<file path="config.mk">
export PLATFORM = sky130hd
export DESIGN_NAME = rc_channel_calibrator_flat
export DESIGN_NICKNAME = d
export VERILOG_FILES = /design/src/rtl/core/rcc_pkg.sv /design/src/rtl/core/rcc_ifs.sv /design/src/rtl/core/rcc_cfg_regs.sv /design/src/rtl/core/rcc_entry_ram.sv /design/src/rtl/core/rcc_switch_div.sv /design/src/rtl/core/rc_channel_calibrator.sv /design/src/flat_wrapper.sv
export SDC_FILE = /design/constraint.sdc
export NUM_CORES = 2
export LEC_CHECK = 0
export BUFFER_PORTS_ARGS = -buffer_cell sky130_fd_sc_hd__buf_2
export CORE_UTILIZATION = 45
export DETAILED_ROUTE_END_ITERATION = 10
export PLACE_DENSITY = 0.7
export SLEW_MARGIN = 20
export SYNTH_ARGS = -nofsm -noshare
export SYNTH_HDL_FRONTEND = slang
export SYNTH_SLANG_ARGS = --single-unit
</file>
<file path="constraint.sdc">
create_clock -name clk -period 9.5 [get_ports clk]
set_clock_uncertainty 0.2 [all_clocks]
set_input_delay 1.425 -clock clk [delete_from_list [all_inputs] [get_ports clk]]
set_output_delay 1.425 -clock clk [all_outputs]
set_load 0.01 [all_outputs]
</file>
<file path="src/rtl/core/rcc_pkg.sv">
// ----------------------------------------------------------------------------
// rcc_pkg - shared types and constants of the RC channel calibrator
// Widths, operation and register codes, entry layout, divider handshake
// structs and the controller state type.
// ----------------------------------------------------------------------------
package rcc_pkg;

  // channel store depth and its address width
  localparam int NUM_CHANNELS = 12;
  localparam int CH_AW        = (NUM_CHANNELS > 1) ? $clog2(NUM_CHANNELS) : 1;

  // field widths
  localparam int VW      = 12;  // sample / range value
  localparam int CHW     = 4;   // channel index
  localparam int FNW     = 2;   // operation code
  localparam int NPW     = 5;   // switch position count
  localparam int POSW    = 4;   // switch position
  localparam int FRACW   = 16;  // throttle neutral fraction
  localparam int MASKW   = 12;  // reverse mask
  localparam int CFG_IW  = 3;   // config register index
  localparam int CFG_DW  = 16;  // config write data

  // reverse mask padded to cover every channel code
  localparam int MASK_EXT = 1 << CHW;

  // switch scaling: full scale, quotient bits, position count limit
  localparam int SMAGW    = 9;
  localparam int S_FULL   = 256;
  localparam int QBITS    = 10;
  localparam int QCW      = $clog2(QBITS + 1);
  localparam int NPOS_MAX = 16;

  // operation codes
  typedef enum logic [FNW-1:0] {
    FN_LOAD   = 2'd0,
    FN_CAL    = 2'd1,
    FN_FINISH = 2'd2,
    FN_QUERY  = 2'd3
  } func_t;

  // config register indexes
  typedef enum logic [CFG_IW-1:0] {
    CFG_CAL_MODE = 3'd0,
    CFG_REV_MASK = 3'd1,
    CFG_THR_CH   = 3'd2,
    CFG_FLT_CH   = 3'd3,
    CFG_NEU_FRAC = 3'd4
  } cfg_idx_t;

  typedef struct packed {
    logic             cal_mode;
    logic [MASKW-1:0] rev_mask;
    logic [CHW-1:0]   thr_ch;
    logic [CHW-1:0]   flt_ch;
    logic [FRACW-1:0] neu_frac;
  } cfg_t;

  // one channel entry as stored in the entry RAM
  typedef struct packed {
    logic [VW-1:0] mn;
    logic [VW-1:0] mx;
    logic [VW-1:0] nt;
  } ent_t;

  // switch divider request / response
  typedef struct packed {
    logic          start;
    logic [VW-1:0] num;
    logic [VW-1:0] den;
    logic          neg;
  } div_req_t;

  typedef struct packed {
    logic             done;
    logic             neg;
    logic [SMAGW-1:0] mag;
  } div_rsp_t;

  // controller states
  typedef enum logic [2:0] {
    ST_IDLE,
    ST_READ,
    ST_MUL,
    ST_DIV,
    ST_FIN
  } st_t;

endpackage

</file>
<file path="src/rtl/core/rcc_ifs.sv">
// ----------------------------------------------------------------------------
// rcc_ifs - valid/ready channel interfaces of the RC channel calibrator
// Input beat: one channel operation. Output beat: the resulting entry.
// ----------------------------------------------------------------------------
interface rcc_in_if;
  logic                      valid;
  logic                      ready;
  logic [rcc_pkg::FNW-1:0]   func;
  logic [rcc_pkg::CHW-1:0]   channel;
  logic [rcc_pkg::VW-1:0]    value;
  logic [rcc_pkg::VW-1:0]    load_min;
  logic [rcc_pkg::VW-1:0]    load_max;
  logic [rcc_pkg::NPW-1:0]   switch_positions;

  modport source (output valid, func, channel, value, load_min, load_max,
                  switch_positions, input ready);
  modport sink   (input valid, func, channel, value, load_min, load_max,
                  switch_positions, output ready);
endinterface

interface rcc_out_if;
  logic                      valid;
  logic                      ready;
  logic [rcc_pkg::VW-1:0]    min_out;
  logic [rcc_pkg::VW-1:0]    max_out;
  logic [rcc_pkg::VW-1:0]    neutral_out;
  logic [rcc_pkg::POSW-1:0]  position;
  logic                      bad_channel;

  modport source (output valid, min_out, max_out, neutral_out, position,
                  bad_channel, input ready);
  modport sink   (input valid, min_out, max_out, neutral_out, position,
                  bad_channel, output ready);
endinterface

</file>
<file path="src/rtl/core/rcc_cfg_regs.sv">
// ----------------------------------------------------------------------------
// rcc_cfg_regs - configuration register file
// Write-only registers, decoded by index; unknown indexes are ignored.
// ----------------------------------------------------------------------------
module rcc_cfg_regs (
  input  logic                        clk,
  input  logic                        rst_n,
  input  logic                        cfg_we,
  input  logic [rcc_pkg::CFG_IW-1:0]  cfg_index,
  input  logic [rcc_pkg::CFG_DW-1:0]  cfg_wdata,
  output rcc_pkg::cfg_t               cfg
);

  rcc_pkg::cfg_t cfg_r, cfg_nxt;

  // register write decode
  always_comb begin
    cfg_nxt = cfg_r;
    if (cfg_we) begin
      case (rcc_pkg::cfg_idx_t'(cfg_index))
        rcc_pkg::CFG_CAL_MODE: cfg_nxt.cal_mode = cfg_wdata[0];
        rcc_pkg::CFG_REV_MASK: cfg_nxt.rev_mask = cfg_wdata[rcc_pkg::MASKW-1:0];
        rcc_pkg::CFG_THR_CH:   cfg_nxt.thr_ch   = cfg_wdata[rcc_pkg::CHW-1:0];
        rcc_pkg::CFG_FLT_CH:   cfg_nxt.flt_ch   = cfg_wdata[rcc_pkg::CHW-1:0];
        rcc_pkg::CFG_NEU_FRAC: cfg_nxt.neu_frac = cfg_wdata[rcc_pkg::FRACW-1:0];
        default: ;
      endcase
    end
  end

  always_ff @(posedge clk) begin
    if (!rst_n) begin
      cfg_r.cal_mode <= 1'b0;
      cfg_r.rev_mask <= '0;
      cfg_r.thr_ch   <= rcc_pkg::CHW'(0);
      cfg_r.flt_ch   <= rcc_pkg::CHW'(4);
      cfg_r.neu_frac <= rcc_pkg::FRACW'(1311);
    end else begin
      cfg_r <= cfg_nxt;
    end
  end

  assign cfg = cfg_r;

endmodule

</file>
<file path="src/rtl/core/rcc_entry_ram.sv">
// ----------------------------------------------------------------------------
// rcc_entry_ram - channel entry store
// Simple dual-port synchronous RAM, one write and one registered read port.
// ----------------------------------------------------------------------------
module rcc_entry_ram #(
  parameter int DEPTH = 12,
  parameter int AW    = 4,
  parameter int DW    = 36
) (
  input  logic          clk,
  input  logic          we,
  input  logic [AW-1:0] waddr,
  input  logic [DW-1:0] wdata,
  input  logic          re,
  input  logic [AW-1:0] raddr,
  output logic [DW-1:0] rdata
);

  logic [DW-1:0] mem [DEPTH];
  logic [DW-1:0] rdata_r;

  always_ff @(posedge clk) begin
    if (we) begin
      mem[waddr] <= wdata;
    end
  end

  always_ff @(posedge clk) begin
    if (re) begin
      rdata_r <= mem[raddr];
    end
  end

  assign rdata = rdata_r;

endmodule

</file>
<file path="src/rtl/core/rcc_switch_div.sv">
// ----------------------------------------------------------------------------
// rcc_switch_div - switch scaling divider
// Computes min(|num| * 256 / |den|, 256) by restoring division, one quotient
// bit per cycle. Quotients of 1024 and up are caught before the loop.
// ----------------------------------------------------------------------------
module rcc_switch_div (
  input  logic               clk,
  input  logic               rst_n,
  input  rcc_pkg::div_req_t  req,
  output rcc_pkg::div_rsp_t  rsp
);

  logic                       busy_r, busy_nxt;
  logic                       done_r, done_nxt;
  logic [rcc_pkg::QCW-1:0]    cnt_r, cnt_nxt;
  logic [rcc_pkg::VW-1:0]     rem_r, rem_nxt;
  logic [rcc_pkg::VW-1:0]     den_r, den_nxt;
  logic [rcc_pkg::QBITS-1:0]  sh_r, sh_nxt;
  logic [rcc_pkg::QBITS-1:0]  q_r, q_nxt;
  logic                       neg_r, neg_nxt;
  logic [rcc_pkg::SMAGW-1:0]  mag_r, mag_nxt;
  logic [rcc_pkg::VW+1:0]     trial;
  logic                       sat;
  logic [rcc_pkg::QBITS-1:0]  q_fin;

  // quotient >= 1024 when |num| >= 4 * |den|
  assign sat   = {2'b00, req.num} >= {req.den, 2'b00};
  assign trial = {1'b0, rem_r, sh_r[rcc_pkg::QBITS-1]} - {2'b00, den_r};
  assign q_fin = {q_r[rcc_pkg::QBITS-2:0], ~trial[rcc_pkg::VW+1]};

  always_comb begin
    busy_nxt = busy_r;
    done_nxt = 1'b0;
    cnt_nxt  = cnt_r;
    rem_nxt  = rem_r;
    den_nxt  = den_r;
    sh_nxt   = sh_r;
    q_nxt    = q_r;
    neg_nxt  = neg_r;
    mag_nxt  = mag_r;
    if (req.start) begin
      neg_nxt = req.neg;
      den_nxt = req.den;
      if (req.den == '0) begin
        mag_nxt  = '0;
        done_nxt = 1'b1;
      end else if (sat) begin
        mag_nxt  = rcc_pkg::SMAGW'(rcc_pkg::S_FULL);
        done_nxt = 1'b1;
      end else begin
        // numerator is num followed by eight zero bits
        rem_nxt  = {2'b00, req.num[rcc_pkg::VW-1:2]};
        sh_nxt   = {req.num[1:0], 8'h00};
        q_nxt    = '0;
        cnt_nxt  = rcc_pkg::QCW'(rcc_pkg::QBITS);
        busy_nxt = 1'b1;
      end
    end else if (busy_r) begin
      rem_nxt = trial[rcc_pkg::VW+1] ? {rem_r[rcc_pkg::VW-2:0], sh_r[rcc_pkg::QBITS-1]}
                                     : trial[rcc_pkg::VW-1:0];
      sh_nxt  = {sh_r[rcc_pkg::QBITS-2:0], 1'b0};
      q_nxt   = q_fin;
      cnt_nxt = cnt_r - 1'b1;
      if (cnt_r == rcc_pkg::QCW'(1)) begin
        busy_nxt = 1'b0;
        done_nxt = 1'b1;
        mag_nxt  = (q_fin > rcc_pkg::QBITS'(rcc_pkg::S_FULL))
                   ? rcc_pkg::SMAGW'(rcc_pkg::S_FULL) : q_fin[rcc_pkg::SMAGW-1:0];
      end
    end
  end

  // control
  always_ff @(posedge clk) begin
    if (!rst_n) begin
      busy_r <= 1'b0;
      done_r <= 1'b0;
      cnt_r  <= '0;
    end else begin
      busy_r <= busy_nxt;
      done_r <= done_nxt;
      cnt_r  <= cnt_nxt;
    end
  end

  // datapath
  always_ff @(posedge clk) begin
    rem_r <= rem_nxt;
    den_r <= den_nxt;
    sh_r  <= sh_nxt;
    q_r   <= q_nxt;
    neg_r <= neg_nxt;
    mag_r <= mag_nxt;
  end

  assign rsp.done = done_r;
  assign rsp.neg  = neg_r;
  assign rsp.mag  = mag_r;

endmodule

</file>
<file path="src/rtl/core/rc_channel_calibrator.sv">
// ----------------------------------------------------------------------------
// rc_channel_calibrator - RC channel range and neutral calibration
// Keeps min, max and neutral per channel in a RAM and serves load,
// calibrate, finish and switch-position operations, one beat at a time.
// ----------------------------------------------------------------------------
// One input beat is handled at a time. Load, calibrate and finish beats go
// from acceptance to the output beat through RAM read, widen, multiply and
// write back; after the multiply a switch query runs the 10-step serial divider,
// whose loop is skipped when the quotient saturates or the range side is
// zero. A new beat is accepted as soon as the controller is idle, even
// while the previous result still waits on the output register; an item
// only stalls at its final step if that register is still full. Out-of-range
// channels return zeros with bad_channel set and leave the store untouched.
// Entries must be loaded or calibrated before they are queried; the store
// is not cleared at reset.
module rc_channel_calibrator (
  input  logic                        clk,
  input  logic                        rst_n,
  rcc_in_if.sink                      in_ch,
  rcc_out_if.source                   out_ch,
  input  logic                        cfg_we,
  input  logic [rcc_pkg::CFG_IW-1:0]  cfg_index,
  input  logic [rcc_pkg::CFG_DW-1:0]  cfg_wdata
);

  localparam int VW = rcc_pkg::VW;

  rcc_pkg::cfg_t      cfg;
  rcc_pkg::st_t       st_r, st_nxt;
  rcc_pkg::ent_t      ram_rdata, ram_wdata;
  rcc_pkg::div_req_t  div_req;
  rcc_pkg::div_rsp_t  div_rsp;

  // controller decodes
  logic in_accept, ram_re, ram_we, div_start, out_load, out_free, bad_in;

  // beat registers
  rcc_pkg::func_t            func_r;
  logic [rcc_pkg::CHW-1:0]   ch_r;
  logic [VW-1:0]             value_r, lmin_r, lmax_r;
  logic [rcc_pkg::NPW-1:0]   npos_r;
  logic                      bad_r;

  // working entry and product
  logic [VW-1:0]             mn_r, mx_r, nt_r;
  logic signed [29:0]        prod_r;

  // output register
  logic                      out_valid_r;
  logic [VW-1:0]             min_out_r, max_out_r, nt_out_r;
  logic [rcc_pkg::POSW-1:0]  pos_out_r;
  logic                      bad_out_r;

  // combinational datapath
  logic [rcc_pkg::MASK_EXT-1:0] rev_ext;
  logic                      rev;
  logic [VW-1:0]             w_mn, w_mx;
  logic signed [VW:0]        span, diff, dsel;
  logic                      up_side;
  logic signed [13:0]        thr_sum;
  logic [VW-1:0]             thr_nt, mid_nt, new_nt, fin_mn, fin_mx;
  logic [VW:0]               mid_sum;
  logic [rcc_pkg::NPW-1:0]   n_eff;
  logic [rcc_pkg::QBITS-1:0] s_off;
  logic [14:0]               p_prod;
  logic [5:0]                p_raw;
  logic [rcc_pkg::POSW-1:0]  pos;

  // configuration registers
  rcc_cfg_regs u_cfg (
    .clk       (clk),
    .rst_n     (rst_n),
    .cfg_we    (cfg_we),
    .cfg_index (cfg_index),
    .cfg_wdata (cfg_wdata),
    .cfg       (cfg)
  );

  // channel entry store
  rcc_entry_ram #(
    .DEPTH (rcc_pkg::NUM_CHANNELS),
    .AW    (rcc_pkg::CH_AW),
    .DW    ($bits(rcc_pkg::ent_t))
  ) u_ram (
    .clk   (clk),
    .we    (ram_we),
    .waddr (ch_r[rcc_pkg::CH_AW-1:0]),
    .wdata (ram_wdata),
    .re    (ram_re),
    .raddr (in_ch.channel[rcc_pkg::CH_AW-1:0]),
    .rdata (ram_rdata)
  );

  // switch scaling divider
  rcc_switch_div u_div (
    .clk   (clk),
    .rst_n (rst_n),
    .req   (div_req),
    .rsp   (div_rsp)
  );

  assign in_accept = in_ch.valid && in_ch.ready;
  assign out_free  = !out_valid_r || out_ch.ready;
  assign bad_in    = {1'b0, in_ch.channel} >= (rcc_pkg::CHW + 1)'(rcc_pkg::NUM_CHANNELS);

  // next state
  always_comb begin
    st_nxt = st_r;
    case (st_r)
      rcc_pkg::ST_IDLE: begin
        if (in_accept) st_nxt = bad_in ? rcc_pkg::ST_FIN : rcc_pkg::ST_READ;
      end
      rcc_pkg::ST_READ: st_nxt = rcc_pkg::ST_MUL;
      rcc_pkg::ST_MUL: begin
        st_nxt = (func_r == rcc_pkg::FN_QUERY) ? rcc_pkg::ST_DIV : rcc_pkg::ST_FIN;
      end
      rcc_pkg::ST_DIV: begin
        if (div_rsp.done) st_nxt = rcc_pkg::ST_FIN;
      end
      rcc_pkg::ST_FIN: begin
        if (out_free) st_nxt = rcc_pkg::ST_IDLE;
      end
      default: st_nxt = rcc_pkg::ST_IDLE;
    endcase
  end

  // controller outputs
  always_comb begin
    in_ch.ready = 1'b0;
    ram_re      = 1'b0;
    ram_we      = 1'b0;
    div_start   = 1'b0;
    out_load    = 1'b0;
    case (st_r)
      rcc_pkg::ST_IDLE: begin
        in_ch.ready = 1'b1;
        ram_re      = in_ch.valid && !bad_in;
      end
      rcc_pkg::ST_MUL: div_start = (func_r == rcc_pkg::FN_QUERY);
      rcc_pkg::ST_FIN: begin
        out_load = out_free;
        ram_we   = out_free && !bad_r && (func_r != rcc_pkg::FN_QUERY);
      end
      default: ;
    endcase
  end

  always_ff @(posedge clk) begin
    if (!rst_n) st_r <= rcc_pkg::ST_IDLE;
    else        st_r <= st_nxt;
  end

  // capture the input beat
  always_ff @(posedge clk) begin
    if (in_accept) begin
      func_r  <= rcc_pkg::func_t'(in_ch.func);
      ch_r    <= in_ch.channel;
      value_r <= in_ch.value;
      lmin_r  <= in_ch.load_min;
      lmax_r  <= in_ch.load_max;
      npos_r  <= in_ch.switch_positions;
      bad_r   <= bad_in;
    end
  end

  // widen the stored range toward the sample
  assign rev_ext = rcc_pkg::MASK_EXT'(cfg.rev_mask);
  assign rev     = rev_ext[ch_r];

  always_comb begin
    w_mn = ram_rdata.mn;
    w_mx = ram_rdata.mx;
    if (func_r == rcc_pkg::FN_CAL) begin
      if (!cfg.cal_mode) begin
        if (ram_rdata.mn <= ram_rdata.mx) begin
          if (ram_rdata.mn > value_r) w_mn = value_r;
          if (ram_rdata.mx < value_r) w_mx = value_r;
        end else begin
          if (ram_rdata.mx > value_r) w_mx = value_r;
          if (ram_rdata.mn < value_r) w_mn = value_r;
        end
      end else begin
        if ((!rev && ram_rdata.mn > value_r) || (rev && ram_rdata.mn < value_r)) w_mn = value_r;
        if ((!rev && ram_rdata.mx < value_r) || (rev && ram_rdata.mx > value_r)) w_mx = value_r;
      end
    end
  end

  always_ff @(posedge clk) begin
    if (st_r == rcc_pkg::ST_READ) begin
      mn_r <= w_mn;
      mx_r <= w_mx;
      nt_r <= ram_rdata.nt;
    end
  end

  // throttle product: (max - min) * fraction
  assign span = $signed({1'b0, mx_r}) - $signed({1'b0, mn_r});

  always_ff @(posedge clk) begin
    if (st_r == rcc_pkg::ST_MUL) begin
      prod_r <= span * $signed({1'b0, cfg.neu_frac});
    end
  end

  // switch divider operands: pick the half-range on the sample's side
  assign diff    = $signed({1'b0, value_r}) - $signed({1'b0, nt_r});
  assign up_side = ((mx_r > mn_r) && (value_r >= nt_r)) ||
                   ((mn_r > mx_r) && (value_r <= nt_r));
  assign dsel    = up_side ? ($signed({1'b0, mx_r}) - $signed({1'b0, nt_r}))
                           : ($signed({1'b0, nt_r}) - $signed({1'b0, mn_r}));

  always_comb begin
    div_req.start = div_start;
    div_req.num   = diff[VW] ? VW'(-diff) : diff[VW-1:0];
    div_req.den   = dsel[VW] ? VW'(-dsel) : dsel[VW-1:0];
    div_req.neg   = diff[VW] ^ dsel[VW];
  end

  // neutral candidates: floor of the product, and the midpoint
  assign thr_sum = $signed({2'b00, mn_r}) + prod_r[29:16];
  assign thr_nt  = thr_sum[VW-1:0];
  assign mid_sum = {1'b0, mn_r} + {1'b0, mx_r};
  assign mid_nt  = mid_sum[VW:1];

  // new entry for the operation
  always_comb begin
    fin_mn = mn_r;
    fin_mx = mx_r;
    new_nt = nt_r;
    case (func_r)
      rcc_pkg::FN_LOAD: begin
        fin_mn = lmin_r;
        fin_mx = lmax_r;
        new_nt = value_r;
      end
      rcc_pkg::FN_CAL: begin
        if (cfg.cal_mode)             new_nt = value_r;
        else if (ch_r == cfg.thr_ch)  new_nt = thr_nt;
        else                          new_nt = mid_nt;
      end
      rcc_pkg::FN_FINISH: begin
        if (ch_r == cfg.thr_ch)       new_nt = thr_nt;
        else if (ch_r == cfg.flt_ch)  new_nt = mid_nt;
        else                          new_nt = value_r;
      end
      default: ;
    endcase
  end

  assign ram_wdata.mn = fin_mn;
  assign ram_wdata.mx = fin_mx;
  assign ram_wdata.nt = new_nt;

  // switch position from the scaled value s: ((s + 256) * n) >> 9
  assign n_eff  = (npos_r > rcc_pkg::NPW'(rcc_pkg::NPOS_MAX))
                  ? rcc_pkg::NPW'(rcc_pkg::NPOS_MAX) : npos_r;
  assign s_off  = div_rsp.neg
                  ? rcc_pkg::QBITS'(rcc_pkg::S_FULL) - rcc_pkg::QBITS'(div_rsp.mag)
                  : rcc_pkg::QBITS'(rcc_pkg::S_FULL) + rcc_pkg::QBITS'(div_rsp.mag);
  assign p_prod = 15'(s_off) * 15'(n_eff);
  assign p_raw  = p_prod[14:9];

  always_comb begin
    if (n_eff == '0)                pos = '0;
    else if (p_raw >= 6'(n_eff))    pos = rcc_pkg::POSW'(n_eff - 1'b1);
    else                            pos = p_raw[rcc_pkg::POSW-1:0];
  end

  // output register
  always_ff @(posedge clk) begin
    if (!rst_n) begin
      out_valid_r <= 1'b0;
    end else if (out_load) begin
      out_valid_r <= 1'b1;
    end else if (out_ch.ready) begin
      out_valid_r <= 1'b0;
    end
  end

  always_ff @(posedge clk) begin
    if (out_load) begin
      min_out_r <= bad_r ? '0 : fin_mn;
      max_out_r <= bad_r ? '0 : fin_mx;
      nt_out_r  <= bad_r ? '0 : new_nt;
      pos_out_r <= (!bad_r && func_r == rcc_pkg::FN_QUERY) ? pos : '0;
      bad_out_r <= bad_r;
    end
  end

  assign out_ch.valid       = out_valid_r;
  assign out_ch.min_out     = min_out_r;
  assign out_ch.max_out     = max_out_r;
  assign out_ch.neutral_out = nt_out_r;
  assign out_ch.position    = pos_out_r;
  assign out_ch.bad_channel = bad_out_r;

endmodule
</file>
<file path="src/flat_wrapper.sv">
// flat-port wrapper written by rule: the top's interface ports become plain ports
module rc_channel_calibrator_flat 
  (clk, rst_n, cfg_we, cfg_index, cfg_wdata, in_ch_valid, in_ch_func, in_ch_channel, in_ch_value, in_ch_load_min, in_ch_load_max, in_ch_switch_positions, in_ch_ready, out_ch_valid, out_ch_min_out, out_ch_max_out, out_ch_neutral_out, out_ch_position, out_ch_bad_channel, out_ch_ready);
  rcc_in_if in_ch_i ();
  rcc_out_if out_ch_i ();
  input  logic clk;
  input  logic rst_n;
  input  logic cfg_we;
  input  logic [rcc_pkg::CFG_IW-1:0] cfg_index;
  input  logic [rcc_pkg::CFG_DW-1:0] cfg_wdata;
  input wire logic [$bits(in_ch_i.valid)-1:0] in_ch_valid;
  input wire logic [$bits(in_ch_i.func)-1:0] in_ch_func;
  input wire logic [$bits(in_ch_i.channel)-1:0] in_ch_channel;
  input wire logic [$bits(in_ch_i.value)-1:0] in_ch_value;
  input wire logic [$bits(in_ch_i.load_min)-1:0] in_ch_load_min;
  input wire logic [$bits(in_ch_i.load_max)-1:0] in_ch_load_max;
  input wire logic [$bits(in_ch_i.switch_positions)-1:0] in_ch_switch_positions;
  output wire logic [$bits(in_ch_i.ready)-1:0] in_ch_ready;
  output wire logic [$bits(out_ch_i.valid)-1:0] out_ch_valid;
  output wire logic [$bits(out_ch_i.min_out)-1:0] out_ch_min_out;
  output wire logic [$bits(out_ch_i.max_out)-1:0] out_ch_max_out;
  output wire logic [$bits(out_ch_i.neutral_out)-1:0] out_ch_neutral_out;
  output wire logic [$bits(out_ch_i.position)-1:0] out_ch_position;
  output wire logic [$bits(out_ch_i.bad_channel)-1:0] out_ch_bad_channel;
  input wire logic [$bits(out_ch_i.ready)-1:0] out_ch_ready;
  assign in_ch_i.valid = in_ch_valid;
  assign in_ch_i.func = in_ch_func;
  assign in_ch_i.channel = in_ch_channel;
  assign in_ch_i.value = in_ch_value;
  assign in_ch_i.load_min = in_ch_load_min;
  assign in_ch_i.load_max = in_ch_load_max;
  assign in_ch_i.switch_positions = in_ch_switch_positions;
  assign in_ch_ready = in_ch_i.ready;
  assign out_ch_valid = out_ch_i.valid;
  assign out_ch_min_out = out_ch_i.min_out;
  assign out_ch_max_out = out_ch_i.max_out;
  assign out_ch_neutral_out = out_ch_i.neutral_out;
  assign out_ch_position = out_ch_i.position;
  assign out_ch_bad_channel = out_ch_i.bad_channel;
  assign out_ch_i.ready = out_ch_ready;
  rc_channel_calibrator u_core (.clk(clk), .rst_n(rst_n), .in_ch(in_ch_i), .out_ch(out_ch_i), .cfg_we(cfg_we), .cfg_index(cfg_index), .cfg_wdata(cfg_wdata));
endmodule
</file>
# Word-level counts from Yosys, hierarchy flattened
# Memory sizes are Yosys's and may differ from the RTL's. A register that Yosys moved wholly into a read port is not among the register bits.
# Index checks and enable logic that the tools add are counted.
# classes
muxes,75
order_cmp,15
multipliers,2
addsub,13
bitwise_logic,3
n_reduce_logical,37
eq_ne,21
# ops
cell,count
12-bit two-way mux,25
9-bit two-way mux,10
12-bit by 12-bit subtractor with 13-bit output,4
10-bit two-way mux,5
12-bit greater-than comparator,4
12-bit case mux with 3 select lines,1
13-bit by 17-bit multiplier with 28-bit output,1
12-bit <= comparator,2
12-bit less-than comparator,2
12-bit negator,2
1-bit two-way mux,20
4-bit two-way mux,5
10-bit by 5-bit multiplier with 15-bit output,1
3-bit two-way mux,5
3-bit case mux with 5 select lines,1
12-bit by 14-bit greater-or-equal comparator with 1-bit output,1
13-bit by 12-bit subtractor with 14-bit output,1
12-bit by 12-bit adder with 13-bit output,1
13-bit two-way mux,1
12-bit adder,1
3-bit by 2-bit equality test with 1-bit output (second input constant),4
12-bit greater-or-equal comparator,1
12-bit logical NOT,1
2-bit AND reduction,6
other kinds (30),61
# word_totals
inputBits,71
out_inout_bits,43
reg_bits,253
word_cells,199
memories,1
mem_bits_rw,432
# mem_list
name,depth,width,rd,rd_ports_with_merged_regs,write_ports,line,source
u_core.u_ram.mem,12,36,1,1,1,rcc_entry_ram.sv:19,logic [DW-1:0] mem [DEPTH];

# Logic depth before layout (Yosys ltp)
# depth
depth_word,10
ltp_mapped,36
depth_no_buf,35

# Hierarchy
# From an unflattened synthesis, not the netlist that was laid out.
# hier_totals
cells_unflattened,3250
area_unflattened_um2,41363.4
# modules_own_cells
mod,cells_per_inst,seq_area_each_um2,area_each_um2,instances
rc_channel_calibrator,2080,4194.0,19262.2,1
rcc_entry_ram,744,14053.5,17621.9,1
rcc_switch_div,276,1471.4,2990.4,1
rcc_cfg_regs,150,740.7,1488.9,1

# Worst setup path before layout
# Ideal clock, no wire load.
# synth_path
path_kind,register to register
startpoint,register u_core.mn_r[1]
endpoint,register u_core.prod_r[27] (data pin)
t_required_ns,9.040
slack_ns,0.985
setup_time_ns,0.260
period_less_slack_ns,8.515
stages_incl_launch_ff,36
t_arrival_ns,8.056
path_buffers,1
path_cell_list,edfxtp_1 > inv_1 > ha_1 > nor2b_1 > o31a_1 > o21ai_0 > nand2b_1 > nor2b_1 > o21ai_0 > nand2_1 > a21o_1 > a21oi_1 > xnor2_1 > clkbuf_1 > nand2_1 > fa_1 > fa_1 > inv_1 > fa_1 > fa_1 > fa_1 > inv_1 > fa_1 > inv_1 > ha_1 > o21a_1 > o21a_1 > o21ai_0 > a211oi_1 > a2111oi_1 > nor2_1 > a211o_1 > a221oi_1 > o21bai_1 > a21oi_1 > xnor2_1
# synth_between
elab_chain_cells,2
# synth_lines
item,line,source
"start, declared",rc_channel_calibrator.sv:45,"logic [VW-1:0] mn_r, mx_r, nt_r;"
"start signal, assigned",rc_channel_calibrator.sv:191,mn_r <= w_mn;
12-bit by 12-bit subtractor with 13-bit output,rc_channel_calibrator.sv:198,"assign span = $signed({1'b0, mx_r}) - $signed({1'b0, mn_r});"
13-bit by 17-bit multiplier with 28-bit output,rc_channel_calibrator.sv:202,"prod_r <= span * $signed({1'b0, cfg.neu_frac});"
"end signal, assigned",rc_channel_calibrator.sv:202,
"end, declared",rc_channel_calibrator.sv:46,logic signed [29:0] prod_r;
# No other way between the ends.
# A chain may end at the register's enable or synchronous reset.

# Worst setup path in the final report
# layout_path
startpoint,register u_core.mx_r[1]
endpoint,register u_core.prod_r[27] (data pin)
# layout_between
elab_chain_cells,2
# layout_lines
item,line,source
"start, declared",rc_channel_calibrator.sv:45,
"start signal, assigned",rc_channel_calibrator.sv:192,mx_r <= w_mx;
12-bit by 12-bit subtractor with 13-bit output,rc_channel_calibrator.sv:198,
13-bit by 17-bit multiplier with 28-bit output,rc_channel_calibrator.sv:202,
# No other way between the ends.

==> flow_metrics.env <==
export IMPL_status="completed"
export IMPL_ir_drop_mv=0.998
export IMPL_cts_path_max_buffers=3
export IMPL_yosysSeqAreaShare_pct=50.0
export IMPL_critPathLaunchType="flop"
export IMPL_cp_end_kind="flop"
export IMPL_arrival_ps=9110
export IMPL_drive_gt1_share_pct=14.4
export IMPL_critPathKind="flop to flop"
export IMPL_insertedDiodeCount=0
export IMPL_hold_violations=0
export IMPL_dp_cells=4479
export IMPL_final_nets=3882
export IMPL_dieHeight_um=304
export IMPL_core_area_um2=90000
export IMPL_syn_to_final_growth_pct=11.1
export IMPL_cp_common_cell="fa_1"
export IMPL_required_ps=9680
export IMPL_pwr_share_clk_pct=18.6
export IMPL_via_per_inst=5.71
export IMPL_p_per_area_nw_per_um2=343
export IMPL_ctsHoldBuffers=0
export IMPL_max_cap_violations=0
export IMPL_ys_ff_latch=697
export IMPL_slowest_delay_ps=610
export IMPL_dr_pass1_iters=6
export IMPL_postRouteAntennaNets=0
export IMPL_setup_tns_final_ps=0
export IMPL_cp_max_fo=11
export IMPL_power_frac_comb_pct=56.4
export IMPL_yosys_warnings=0
export IMPL_grt_max_degree=74
export IMPL_grt_pass1_vias=26500
export IMPL_grt_pass1_wl_mm=161
export IMPL_p_leak_nw=17.6
export IMPL_htree_levels=3
export IMPL_clock_sinks=697
export IMPL_ys_types=93
export IMPL_final_core_util_pct=50.5
export IMPL_clk_transition_reported_paths_ps=60
export IMPL_syn_nets=3761
export IMPL_power_frac_seq_pct=25.0
export IMPL_drv_slew=0
export IMPL_first_iter_violations=2480
export IMPL_grt_total_usage_pct=23.0
export IMPL_async_flop_share_pct=0
export IMPL_holdCritPathClass="flop to flop"
export IMPL_vias=26400
export IMPL_num_rows=110
export IMPL_synth_cells=3259
export IMPL_cts_tree="done"
export IMPL_final_cell_count_no_fill=4612
export IMPL_slowest_stage="xor2_1"
export IMPL_syn_cell_area_um2=40900
export IMPL_gp_congestion=1.00
export IMPL_p_sw_w=0.00632
export IMPL_synth_ff_type="edfxtp_1"
export IMPL_intPower_w=0.00930
export IMPL_dp_hpwl_mm=72.9
export IMPL_rsz0062_at_grt="false"
export IMPL_routed_wirelength_mm=105
export IMPL_drc_errors=0
export IMPL_setup_viol=0
export IMPL_antenna_found_initial=4
export IMPL_cts_root_buf="clkbuf_16"
export IMPL_routedWlPerCell_um=22.8
export IMPL_grt_overflow=0
export IMPL_synth_edff_count=650
export IMPL_slew_headroom_pct=19.0
export IMPL_port_buffers=113
export IMPL_io_pins=114
export IMPL_syn_area_per_cell_um2=12.6
export IMPL_dieArea_um2=92200
export IMPL_max_freq_ghz=0.112
export IMPL_p_sw_share_pct=40.5
export IMPL_chipWidth_um=304
export IMPL_layout_min_cycle_time_ps=8930
export IMPL_period_share_pct=94.0
export IMPL_start_util_pct=45.5
export IMPL_clkLatencyLatePin_ps=650
export IMPL_worst_pin_slew_ps=1220
export IMPL_numCtsBuffers=73
-- Yosys cell counts (all sizes together) (18+ instances only) --
cell      n  area share, %
nor3     38           0.48
nand4    18           0.28
xnor2    69            1.5
buf      34           0.43
nand3    41           0.50
fa      183            8.9
o21bai   20           0.37
mux2i    80            2.0
nand2b   44           0.67
a21o     35           0.64
a21oi   143            1.8
mux4    111            6.1
nor2b    83            1.3
nor2    167            1.5
clkbuf   99           0.91
xor2     49            1.0
dfxtp    47            2.3
o21a     19           0.35
inv     298            2.7
and2     73            1.1
ha      248            7.6
edfxtp  650             48
o21ai   134            1.6
nand2   325            3.0
mux2     32           0.90
-- placed cells by master, fill, tap and decap left out, drive strengths merged, types with 9 or more instances in the layout --
cell type    n
a31oi       16
clkbuf      83
nand2      325
xor2        49
inv        302
nand4       18
nand2b      44
nor4        13
dfxtp       47
and3        11
mux2i       80
clkinv      33
o21a        19
o31ai       11
edfxtp     650
ha         248
or3         10
nor3        38
nand3       41
o31a         9
fa         183
a21boi       9
a211oi      17
nor2       167
o211ai       9
xnor2       69
o21bai      20
buf        179
mux4       111
nor2b       83
or2         15
a21oi      143
o21ai      134
a21o        35
and2        73
mux2        32
-- power by group through the flow --
stage	combinational, W	clock [W]	sequential [W]
finish	0.00882	0.00291	0.00390
CTS	0.00888	0.00296	0.00389
detailed placement	0.00877	0	0.00396
global route	0.0102	0.00308	0.00390
floorplan	0.00648	0	0.00388
global placement	0.00862	0	0.00396
-- worst paths after layout --
kind / from / end / slack [ps] / cells after the start
worst max-delay path: u_core.mx_r[1] / u_core.prod_r[27] / 570 / 29
worst max register to register: u_core.mx_r[1] / u_core.prod_r[27] / 570 / 29
worst min-delay path: u_core.u_ram.rdata[6] / u_core.nt_r[6] / 210 / 0
worst min register to register: u_core.u_ram.rdata[6] / u_core.nt_r[6] / 210 / 0
-- through the flow --
| stage | hold slack (ps) | setup slack [ps] | cell area [um2] | power [W] |
|---|---|---|---|---|
| final | 214 | 571 | 45500 | 0.0156 |
| after global placement | 202 | 646 | 43000 | 0.0126 |
| after floorplan | 200 | 985 | 40900 | 0.0104 |
| after global routing | 225 | 11.6 | 45500 | 0.0172 |
| after detailed placement | 205 | 549 | 43000 | 0.0127 |
| after CTS | 217 | 531 | 45500 | 0.0157 |
-- what timing repair did --
action | 4_1_cts | 5_1_grt
buffers inserted | 0 | 2
endpoints found under the setup margin | 0 | 1
resized for setup | 0 | 0
-- area by class of cell --
type                       instances  area, um2
clock buffer                      83       1900
clock inverter                    48        552
fill                            7739      44500
inverter                         299       1120
multi-input combinational       2130      18900
sequential                       697      20500
tap                             1176       1470
timing repair buffer             179       1070
-- critical path: cells and delay by family, from the launching register on --
kind | cells | cell delay, ps
XOR/XNOR | 2 | 690
AO/OA/AOI/OAI | 8 | 2180
adder cells (fa/ha/maj) | 8 | 3440
flip-flops | 1 | 530
AND/OR/NAND/NOR | 7 | 910
buffers and inverters | 4 | 700
-- sequential cells by signal (all words and copies together) (netlist names), 9 cells and up --
| register | flops |
|---|---|
| u_core.u_cfg.cfg | 37 |
| u_core.out_ch.neutral_out | 12 |
| u_core.u_div.den_r | 12 |
| u_core.lmax_r | 12 |
| u_core.mn_r | 12 |
| u_core.u_ram.mem | 432 |
| u_core.prod_r | 12 |
| u_core.value_r | 12 |
| u_core.out_ch.max_out | 12 |
| u_core.u_div.rem_r | 12 |
| u_core.out_ch.min_out | 12 |
| u_core.u_div.mag_r | 9 |
| u_core.u_ram.rdata | 36 |
| u_core.nt_r | 12 |
| u_core.u_div.q_r | 9 |
| u_core.lmin_r | 12 |
| u_core.mx_r | 12 |
-- per-layer routing --
metal	wire length, um	global-route usage (%)
met1	44600	32.2
met2	48900	36.7
met3	7930	3.70
met4	3570	7.70
met5	0	0
-- cell families after synthesis --
kind of cell,Yosys count,synth area share [%]
AND/OR/NAND/NOR,868,10.2
flip-flops,697,50.0
AO/OA/AOI/OAI,490,7.71
buffers and inverters,432,4.08
adder cells (fa/ha/maj),431,16.5
multiplexers,223,8.96
XOR/XNOR,118,2.54
(Power assumes the default switching activity.)
